<file path="src/design/stc_pkg.sv">
// Types, constants and codes of the session transaction cache.
`timescale 1ns / 1ps
`default_nettype none

package stc_pkg;

    localparam int STC_SESSIONS     = 8;
    localparam int STC_SESSIONS_MAX = 64;
    localparam int STC_IDX_W        = $clog2(STC_SESSIONS_MAX);

    localparam logic [1:0] MODE_LOOKUP = 2'd0;
    localparam logic [1:0] MODE_RECORD = 2'd1;
    localparam logic [1:0] MODE_CLEAR  = 2'd2;

    typedef struct packed {
        logic [1:0]  mode;
        logic [31:0] session_key;
        logic [7:0]  new_transaction_id;
    } t_in_item;

    typedef struct packed {
        logic       id_valid;
        logic [7:0] found_id;
        logic       key_present;
    } t_out_item;

    typedef struct packed {
        logic [31:0] key;
        logic [7:0]  id;
        logic        id_ok;
        logic [31:0] stamp;
    } t_entry;

    typedef struct packed {
        logic                 match_hit;
        logic                 match_ok;
        logic [7:0]           match_id;
        logic [STC_IDX_W-1:0] match_idx;
        logic                 free_hit;
        logic [STC_IDX_W-1:0] free_idx;
        logic [STC_IDX_W-1:0] min_idx;
        logic [31:0]          min_stamp;
    } t_scan_res;

endpackage

`default_nettype wire

</file>
<file path="src/design/stc_mem.sv">
// Entry memory: one write port and one read port with registered read data.
`timescale 1ns / 1ps
`default_nettype none

module stc_mem #(
    parameter int DEPTH = 8,
    parameter int AW    = 3
) (
    input  wire logic            i_clk,
    input  wire logic            i_we,
    input  wire logic [AW-1:0]   i_waddr,
    input  wire stc_pkg::t_entry i_wdata,
    input  wire logic            i_re,
    input  wire logic [AW-1:0]   i_raddr,
    output stc_pkg::t_entry      o_rdata
);
    import stc_pkg::*;

    t_entry r_mem [DEPTH];
    t_entry r_rdata;

    always_ff @(posedge i_clk) begin
        if (i_we) begin
            r_mem[i_waddr] <= i_wdata;
        end
    end

    always_ff @(posedge i_clk) begin
        if (i_re) begin
            r_rdata <= r_mem[i_raddr];
        end
    end

    assign o_rdata = r_rdata;

endmodule

`default_nettype wire

</file>
<file path="src/design/stc_scan.sv">
// Scan unit: finds the matching, first free and oldest entry as entries stream past.
`timescale 1ns / 1ps
`default_nettype none

module stc_scan #(
    parameter int IW = 3
) (
    input  wire logic            i_clk,
    input  wire logic            i_start,
    input  wire logic            i_dvld,
    input  wire logic [IW-1:0]   i_idx,
    input  wire logic            i_used,
    input  wire logic [31:0]     i_key,
    input  wire stc_pkg::t_entry i_entry,
    output stc_pkg::t_scan_res   o_res
);
    import stc_pkg::*;

    t_scan_res r_res;

    always_ff @(posedge i_clk) begin
        if (i_start) begin
            r_res.match_hit <= 1'b0;
            r_res.free_hit  <= 1'b0;
        end else if (i_dvld) begin
            if (i_used && (i_entry.key == i_key) && !r_res.match_hit) begin
                r_res.match_hit <= 1'b1;
                r_res.match_ok  <= i_entry.id_ok;
                r_res.match_id  <= i_entry.id;
                r_res.match_idx <= STC_IDX_W'(i_idx);
            end
            if (!i_used && !r_res.free_hit) begin
                r_res.free_hit <= 1'b1;
                r_res.free_idx <= STC_IDX_W'(i_idx);
            end
            if ((i_idx == '0) || (i_entry.stamp < r_res.min_stamp)) begin
                r_res.min_idx   <= STC_IDX_W'(i_idx);
                r_res.min_stamp <= i_entry.stamp;
            end
        end
    end

    assign o_res = r_res;

endmodule

`default_nettype wire

</file>
<file path="src/design/session_transaction_cache_lru.sv">
// Top level of the session transaction cache with oldest-stamp replacement.
//
//  Channel | Handshake                 | Payload
//  --------+---------------------------+------------------------
//  input   | i_in_valid / o_in_ready   | i_in_item  (t_in_item)
//  output  | o_out_valid / i_out_ready | o_out_item (t_out_item)
//
// The cache takes no new item until the last one is through: its scan reads one
// entry per cycle from the single read port of the entry memory, followed by
// a write-back state.
// Reset clears the used bits and the access counter; the entry memory needs no clearing.
// A result waiting at the output stalls the next item only at its write-back cycle.
`timescale 1ns / 1ps
`default_nettype none

module session_transaction_cache_lru #(
    parameter int SESSIONS = stc_pkg::STC_SESSIONS
) (
    input  wire logic               i_clk,
    input  wire logic               i_rst_n,
    input  wire logic               i_in_valid,
    output logic                    o_in_ready,
    input  wire stc_pkg::t_in_item  i_in_item,
    output logic                    o_out_valid,
    input  wire logic               i_out_ready,
    output stc_pkg::t_out_item      o_out_item
);
    import stc_pkg::*;

    localparam int IW = (SESSIONS > 1) ? $clog2(SESSIONS) : 1;
    localparam logic [IW-1:0] LAST = IW'(SESSIONS - 1);

    localparam logic [1:0] S_IDLE  = 2'd0;
    localparam logic [1:0] S_SCAN  = 2'd1;
    localparam logic [1:0] S_WRITE = 2'd2;

    logic [1:0]          r_state;
    logic [1:0]          n_state;
    t_in_item            r_item;
    logic [IW-1:0]       r_ptr;
    logic                r_issue;
    logic                r_dvld;
    logic [IW-1:0]       r_didx;
    logic [SESSIONS-1:0] r_used;
    logic [31:0]         r_cnt;
    logic                r_out_vld;
    t_out_item           r_out;
    t_out_item           n_out;

    logic      accept;
    logic      finish;
    logic      op_en;
    logic      we;
    logic [IW-1:0] slot;
    t_entry    wdata;
    t_entry    rdata;
    t_scan_res res;

    assign accept = i_in_valid && o_in_ready;
    assign finish = (r_state == S_WRITE) && (!r_out_vld || i_out_ready);

    stc_mem #(
        .DEPTH (SESSIONS),
        .AW    (IW)
    ) u_mem (
        .i_clk   (i_clk),
        .i_we    (we),
        .i_waddr (slot),
        .i_wdata (wdata),
        .i_re    ((r_state == S_SCAN) && r_issue),
        .i_raddr (r_ptr),
        .o_rdata (rdata)
    );

    stc_scan #(
        .IW (IW)
    ) u_scan (
        .i_clk   (i_clk),
        .i_start (accept),
        .i_dvld  (r_dvld),
        .i_idx   (r_didx),
        .i_used  (r_used[r_didx]),
        .i_key   (r_item.session_key),
        .i_entry (rdata),
        .o_res   (res)
    );

    always_comb begin
        op_en = (r_item.session_key != 32'd0) &&
                ((r_item.mode == MODE_LOOKUP) || (r_item.mode == MODE_RECORD) ||
                 (r_item.mode == MODE_CLEAR));
        n_out = '0;
        we    = 1'b0;
        slot  = res.match_idx[IW-1:0];
        wdata.key   = r_item.session_key;
        wdata.id    = res.match_id;
        wdata.id_ok = 1'b1;
        wdata.stamp = r_cnt + 32'd1;
        n_out.key_present = op_en && res.match_hit;
        case (r_item.mode)
            MODE_LOOKUP: begin
                if (op_en && res.match_hit && res.match_ok) begin
                    we             = finish;
                    n_out.id_valid = 1'b1;
                    n_out.found_id = res.match_id;
                end
            end
            MODE_RECORD: begin
                we       = finish && op_en;
                wdata.id = r_item.new_transaction_id;
                if (!res.match_hit) begin
                    slot = res.free_hit ? res.free_idx[IW-1:0] : res.min_idx[IW-1:0];
                end
            end
            MODE_CLEAR: begin
                we          = finish && op_en && res.match_hit;
                wdata.id    = 8'd0;
                wdata.id_ok = 1'b0;
            end
            default: begin
                we = 1'b0;
            end
        endcase
    end

    always_comb begin
        n_state = r_state;
        case (r_state)
            S_IDLE: begin
                if (accept) begin
                    n_state = S_SCAN;
                end
            end
            S_SCAN: begin
                if (r_dvld && (r_didx == LAST)) begin
                    n_state = S_WRITE;
                end
            end
            S_WRITE: begin
                if (finish) begin
                    n_state = S_IDLE;
                end
            end
            default: begin
                n_state = S_IDLE;
            end
        endcase
    end

    always_ff @(posedge i_clk) begin
        if (!i_rst_n) begin
            r_state   <= S_IDLE;
            r_issue   <= 1'b0;
            r_dvld    <= 1'b0;
            r_used    <= '0;
            r_cnt     <= 32'd0;
            r_out_vld <= 1'b0;
        end else begin
            r_state <= n_state;
            r_dvld  <= (r_state == S_SCAN) && r_issue;
            if (accept) begin
                r_issue <= 1'b1;
            end else if ((r_state == S_SCAN) && r_issue && (r_ptr == LAST)) begin
                r_issue <= 1'b0;
            end
            if (we) begin
                r_used[slot] <= 1'b1;
                r_cnt        <= r_cnt + 32'd1;
            end
            if (finish) begin
                r_out_vld <= 1'b1;
            end else if (i_out_ready) begin
                r_out_vld <= 1'b0;
            end
        end
    end

    always_ff @(posedge i_clk) begin
        if (accept) begin
            r_item <= i_in_item;
            r_ptr  <= '0;
        end else if ((r_state == S_SCAN) && r_issue && (r_ptr != LAST)) begin
            r_ptr <= r_ptr + IW'(1);
        end
        r_didx <= r_ptr;
        if (finish) begin
            r_out <= n_out;
        end
    end

    assign o_in_ready  = (r_state == S_IDLE);
    assign o_out_valid = r_out_vld;
    assign o_out_item  = r_out;

endmodule

`default_nettype wire

</file>
<file path="config.mk">
export PLATFORM = sky130hd
export DESIGN_NAME = session_transaction_cache_lru
export DESIGN_NICKNAME = d
export VERILOG_FILES = /design/src/design/stc_pkg.sv /design/src/design/stc_mem.sv /design/src/design/stc_scan.sv /design/src/design/session_transaction_cache_lru.sv
export SDC_FILE = /design/constraint.sdc
export NUM_CORES = 1
export LEC_CHECK = 0
export ABC_AREA = 0
export BUFFER_PORTS_ARGS = -buffer_cell sky130_fd_sc_hd__buf_4
export CAP_MARGIN = 20
export CORE_MARGIN = 2
export CORE_UTILIZATION = 62
export CTS_CLUSTER_DIAMETER = 50
export CTS_CLUSTER_SIZE = 10
export DETAILED_ROUTE_END_ITERATION = 7
export PLACE_DENSITY_LB_ADDON = 0.12
export REMOVE_ABC_BUFFERS = 1
export SKIP_LAST_GASP = 1
export SLEW_MARGIN = 0
export SYNTH_ARGS = -nofsm -noshare
export SYNTH_HDL_FRONTEND = slang
export SYNTH_SLANG_ARGS = --single-unit
</file>
<file path="constraint.sdc">
create_clock -name i_clk -period 8.69 [get_ports i_clk]
set_input_delay 0.4345 -clock i_clk [delete_from_list [all_inputs] [get_ports i_clk]]
set_output_delay 0.4345 -clock i_clk [all_outputs]
set_load 0.02 [all_outputs]
</file>
### After elaboration in Yosys (flattened, before gate mapping)

Memory sizes are Yosys's and may differ from the RTL's. A register that Yosys moved wholly into a read port is not among the register bits.
Index checks and enable logic that the tools add are counted.

* register bits after elaboration: 155
* RAM bits: 584
* input bits: 46
* logic and storage cells: 100
* memories: 1

Memory list
* u_mem.r_mem: words 8, width 73, rd ports 1, clocked after Yosys merged registers in 1, write ports 1, RTL line stc_mem.sv:19 `t_entry r_mem [DEPTH];`

* add/subtract/negate cells: 2
* magnitude comparators: 4
* eq/ne operators: 11
* mux-type cells: 22
* bitwise logic cells: 2
* reduce and logical (&&, ||, !) cells: 36

Operators by type and width (count)
* 32-bit by 1-bit adder with 32-bit output (second input constant): 1
* 32-bit == test: 1
* 32-bit < comparator: 1
* 32-bit nonzero test: 1
* 8-bit one-hot mux with 2 select lines: 1
* 1-bit logical AND: 15
* 3-bit AND reduction: 4
* 1-bit two-way mux: 10
* 3-bit two-way mux: 3
* 9-bit two-way mux: 1
* 3-bit by 4-bit < comparator with 1-bit output (second input constant): 2
* 8-bit bitwise OR: 1
* 3-bit == test (second input constant): 2
* 2-bit two-way mux: 3
* 2-bit one-hot mux with 3 select lines: 1
* 2-bit AND reduction: 3
* 2-bit by 1-bit == test with 1-bit output (second input constant): 2
* 2-bit == test (second input constant): 2
* 1-bit logical NOT: 4
* 2-bit logical NOT: 2
* 1-bit logical OR: 4
* 2-bit inequality test (second input constant): 2
* 2-bit nonzero test: 2
* 3-bit by 1-bit adder with 3-bit output (second input constant): 1
* other kinds (8): 8

### Longest topological paths before layout

* depth in word-level cells: 10
* gate-level depth with buffers: 10
* mapped depth without buffers: 7

### Modules after synthesis

From an unflattened synthesis, not the netlist that was laid out.

* cells, all modules: 1577
* area, all modules: 32125.8 um2

By module, submodules not included
* stc_mem: times used 1, cells each 929, area an instance 24732.5 um2, sequential area each 19728.9 um2
* session_transaction_cache_lru: times used 1, cells each 421, area an instance 4586.9 um2, sequential area each 2582.5 um2
* stc_scan: times used 1, cells each 227, area an instance 2806.4 um2, sequential area each 1541.5 um2

### Least setup slack after synthesis

No wires, ideal clock.

* kind: reg-to-reg
* from: reg r_item[41] in the netlist's numbering
* to: mem u_mem.r_mem[4][0] in the netlist's numbering, enable pin
* data arrival time: 6605 ps
* setup slack: 1489 ps
* cell stages (with the launch flop): 9
* buffers on the path: 2
* clock period less this slack: 7201 ps
* path through: edfxtp_1 > inv_1 > ha_1 > clkbuf_1 > nor2b_1 > clkbuf_1 > mux2i_1 > nand2_1 > nor3_1

* word-level cells in the longest chain between the ends: 10
* elaborated cells on any way between the ends: 15

Ends and longest elaborated chain
* from (decl): RTL line session_transaction_cache_lru.sv:39 `t_in_item r_item;`
* from (signal assigned): RTL line session_transaction_cache_lru.sv:180 `r_item <= i_in_item;`
* 2-bit by 1-bit == test with 1-bit output or 2-bit logical NOT (tied branches): RTL line session_transaction_cache_lru.sv:90, session_transaction_cache_lru.sv:100
* 1-bit logical OR (2 in a row): RTL line session_transaction_cache_lru.sv:90 `((r_item.mode == MODE_LOOKUP) || (r_item.mode == MODE_RECORD) ||`
* 1-bit logical AND: RTL line session_transaction_cache_lru.sv:89 `op_en = (r_item.session_key != 32'd0) &&`
* 1-bit logical AND (2 in a row): RTL line session_transaction_cache_lru.sv:102 `if (op_en && res.match_hit && res.match_ok) begin`
* 1-bit two-way mux: RTL line session_transaction_cache_lru.sv:102
* 1-bit one-hot mux with 3 select lines: RTL line session_transaction_cache_lru.sv:100 `case (r_item.mode)`
* 1-bit two-way mux: RTL line stc_mem.sv:23 `if (i_we) begin`
* 1-bit two-way mux (implied by the code): RTL line stc_mem.sv:24 `r_mem[i_waddr] <= i_wdata;`
* to (decl): RTL line stc_mem.sv:19

Several ways; a longest one is shown, not always the timed one.

### Worst setup path after layout

* from: reg r_item[41] in the netlist's numbering
* to: mem u_mem.r_mem[1][14] in the netlist's numbering, enable pin

The elaborated chain is that of the path after synthesis.

==> flow_summary_export.csv <==
group,metric,value,unit
synth,synthFlopType,"edfxtp_1",
routing,ant_nets,0,
routing,vias,14982,
floorplan,rows,82,
cts,clock_path_buffers,3,
synth,synth-async-reset-ratio,0,
cts,postCtsHoldBufs,39,
finish,num_antenna_cells,0,
floorplan,boundaryPins,58,
sta,finalCritPeriodShare,0.511,
sta,grt_setup_unrepaired,"no",
placed_design,gp_congestion,0.783,
finish,seq_area,23900,um2
worst_setup_path,critPathLaunchType,"register",
finish,multi_input_area,7180,um2
sta,hold_viol_final,0,
run_status,status,"finished clean",
synth,muxShareOfSynthArea,0.136,
synth,synthAdderAreaFrac,0.0151,
synth,synth.top_cell.area_share,0.725,
synth,synth_top_family_by_area,"multiplexers",
cts,cts_setup_buffers,0,
routing,routedWlPerCell,24.8,um
sta,min_period,4.44,ns
worst_setup_path,slowest_stage,"nor2_4",
finish,fin_nets,1811,
global_route,grt_max_degree,68,
floorplan,start_util,0.628,
routing,viasPerCell,6.13,
synth,synth_cells,1572,
routing,drc,0,
global_route,grt_pass1_wl,93600,um
floorplan,core_area,50100,um2
synth,syn_area,31400,um2
sta,setup_viol,0,
cts,clk_latency,0.62,ns
floorplan,die_h,229,um
worst_setup_path,arrival,4.68,ns
worst_setup_path,worstSetupEndpointType,"register",
synth,yosys-top-cells-count,"edfxtp_1 (759), mux4_2 (148), mux2_2 (77)",
worst_setup_path,worstSetupPathType,"register to register",
routing,drt-total-wl,60800,um
floorplan,die_area,52500,um2
sta,setup_tns,0,ns
sta,clock.fmax,225,MHz
global_route,grt_remaining_overflow,0,
finish,final_cell_area,35800,um2
synth,synth.avg_cell_area,20.0,um2
power_and_ir_drop,leakagePower,10.8,nW
synth,synth_xor_area_frac,0.0178,
global_route,grt_usage,0.240,
sta,slew_viol_final,0,
worst_setup_path,cpPeakStageDelay,0.84,ns
sta,relSlewSlack,0.297,
synth,synth.most_common_cell,"edfxtp_1",
cts,htree_levels,3,
sta,worst-slew-pin-transition,1.05,ns
worst_setup_path,path_buf_inv,2,
power_and_ir_drop,ir_worst_vdd,0.200,mV
synth,yosysWarningCount,0,
synth,synthTopCellsByArea,"edfxtp_1 (73%), mux4_2 (11%), dfxtp_1 (3.4%)",
finish,syn2layout_area_growth,13.8,%
power_and_ir_drop,powerDensity,227,nW/um2
synth,synth_cell_type_count,51,
floorplan,dieWidth,229,um
cts,root_buffer,"clkbuf_16",
synth,yosys.area.top_type,"edfxtp_1",
finish,fillers,3052,
cts,numClockSinks,812,
worst_setup_path,crit_fanout,47,
placed_design,placed_area,32700,um2
synth,synth-simple-area-share,0.0371,
cts,clk_pin_slew,0.06,ns
routing,drt_iter0_markers,1257,
synth,ys_ff_latch,812,
synth,synth-compound-area-share,0.0204,
routing,dr.pass1.iters,6,
placed_design,portBuffers,57,
power_and_ir_drop,totalPowerFinal,8.11,mW
cts,cts_resized,0,
flow_run,maxCapViolations,0,
min_path,hold_path_class,"input pin to register",
sta,skew,0.0190,ns
worst_setup_path,crit_chain,"inv_1, ha_1, nor2b_1, nand2_1, o21ai_0, nand2b_1, nor2_4, buf_4",
worst_setup_path,crit_required,8.93,ns
synth,synth-seq-area-share,0.759,
cts,cts_tree,"built",
finish,drive_gt1_frac,0.249,
worst_setup_path,critical_path.top_delay_family,"simple AND/OR/NAND/NOR gates",
global_route,antenna_found_initial,0,
placed_design,dp_hpwl,32500,um
global_route,grt_pass1_vias,15850,
cts,cts_buffers,93,
synth,synth_edf_count,759,
==> state kept, by name (all words and copies together), names as in the netlist <==
| register | flops |
|---|---|
| r_didx | 3 |
| r_issue | 1 |
| r_item | 42 |
| r_state | 2 |
| o_out_valid | 1 |
| u_scan.o_res | 52 |
| u_mem.o_rdata | 73 |
| r_used | 8 |
| r_cnt | 32 |
| r_ptr | 3 |
| o_out_item | 10 |
| u_mem.r_mem | 584 |
| r_dvld | 1 |
==> power by group <==
| part | internal [mW] | switching (mW) |
|---|---|---|
| registers | 4.30 | 0.0548 |
| logic | 0.152 | 0.138 |
| clock network | 2.06 | 1.40 |
==> cell usage in the layout (no fill, tap or decap), types with 13 or more instances in the layout <==
cell type        n
mux2_2          77
clkbuf_16       96
or3_1           20
dfxtp_1         50
mux4_2         148
inv_1           47
buf_4           82
o21ai_0         33
dlygate4sd3_1   39
xor2_1          20
edfxtp_1       759
ha_1            38
xnor2_1         44
nand2_1         40
o31ai_1         13
nand4_1         17
nor2_1          28
nand3_1         23
clkbuf_1        37
a21oi_1         43
nor4_1          15
==> final cells by class <==
| type | instances | share of cell area |
|---|---|---|
| Tap cell | 672 | 0.0235 |
| Inverter | 49 | 0.00518 |
| Clock inverter | 9 | 0.00346 |
| Timing Repair Buffer | 122 | 0.0285 |
| Clock buffer | 133 | 0.0711 |
| Sequential cell | 812 | 0.667 |
| Multi-Input combinational cell | 649 | 0.201 |
==> layer usage <==
metal	track usage	up-vias	wire, um
met1	0.332	7784	25700
met4	0.0810	0	1800
li1	-	6644	-
met5	0	-	0
met2	0.392	437	29800
met3	0.0443	117	3410
==> logic make-up after synthesis <==
group,Yosys count
AO/OA/AOI/OAI,110
XOR/XNOR,64
adder cells (fa/ha/maj),38
buffers and inverters,111
flip-flops,812
multiplexers,232
AND/OR/NAND/NOR,205
==> through the flow <==
stage               worst slack, ns  instances  utilization  hold WS [ns]
floorplan                     0.909       1510            -         0.400
global placement               4.39       2264        0.653         0.404
global route                   3.93       2446        0.714      0.000434
finish                         4.25       2446        0.714        0.0367
CTS                            4.23       2445        0.714       0.00553
detailed placement             4.27       2264        0.653         0.407
==> worst register-to-register path: cells and delay by family, from the launching register on <==
kind            cells  cell delay, ns
simple gates        4            1.95
fa+ha+maj           1            0.41
flops               1            0.42
compound gates      1            0.33
buf+inv             2            0.90
==> worst paths after layout <==
check             cells past startpoint            endpoint              start  slack [ns]
hold / removal                        1          r_item[10]      i_in_item[10]        0.04
hold reg to reg                       0    u_scan.o_res[51]  u_mem.o_rdata[33]        0.42
setup reg to reg                      8  u_mem.r_mem[1][14]         r_item[41]        4.25
setup / recovery                      8  u_mem.r_mem[1][14]         r_item[41]        4.25
No activity file was read; power rests on OpenSTA's default activity.
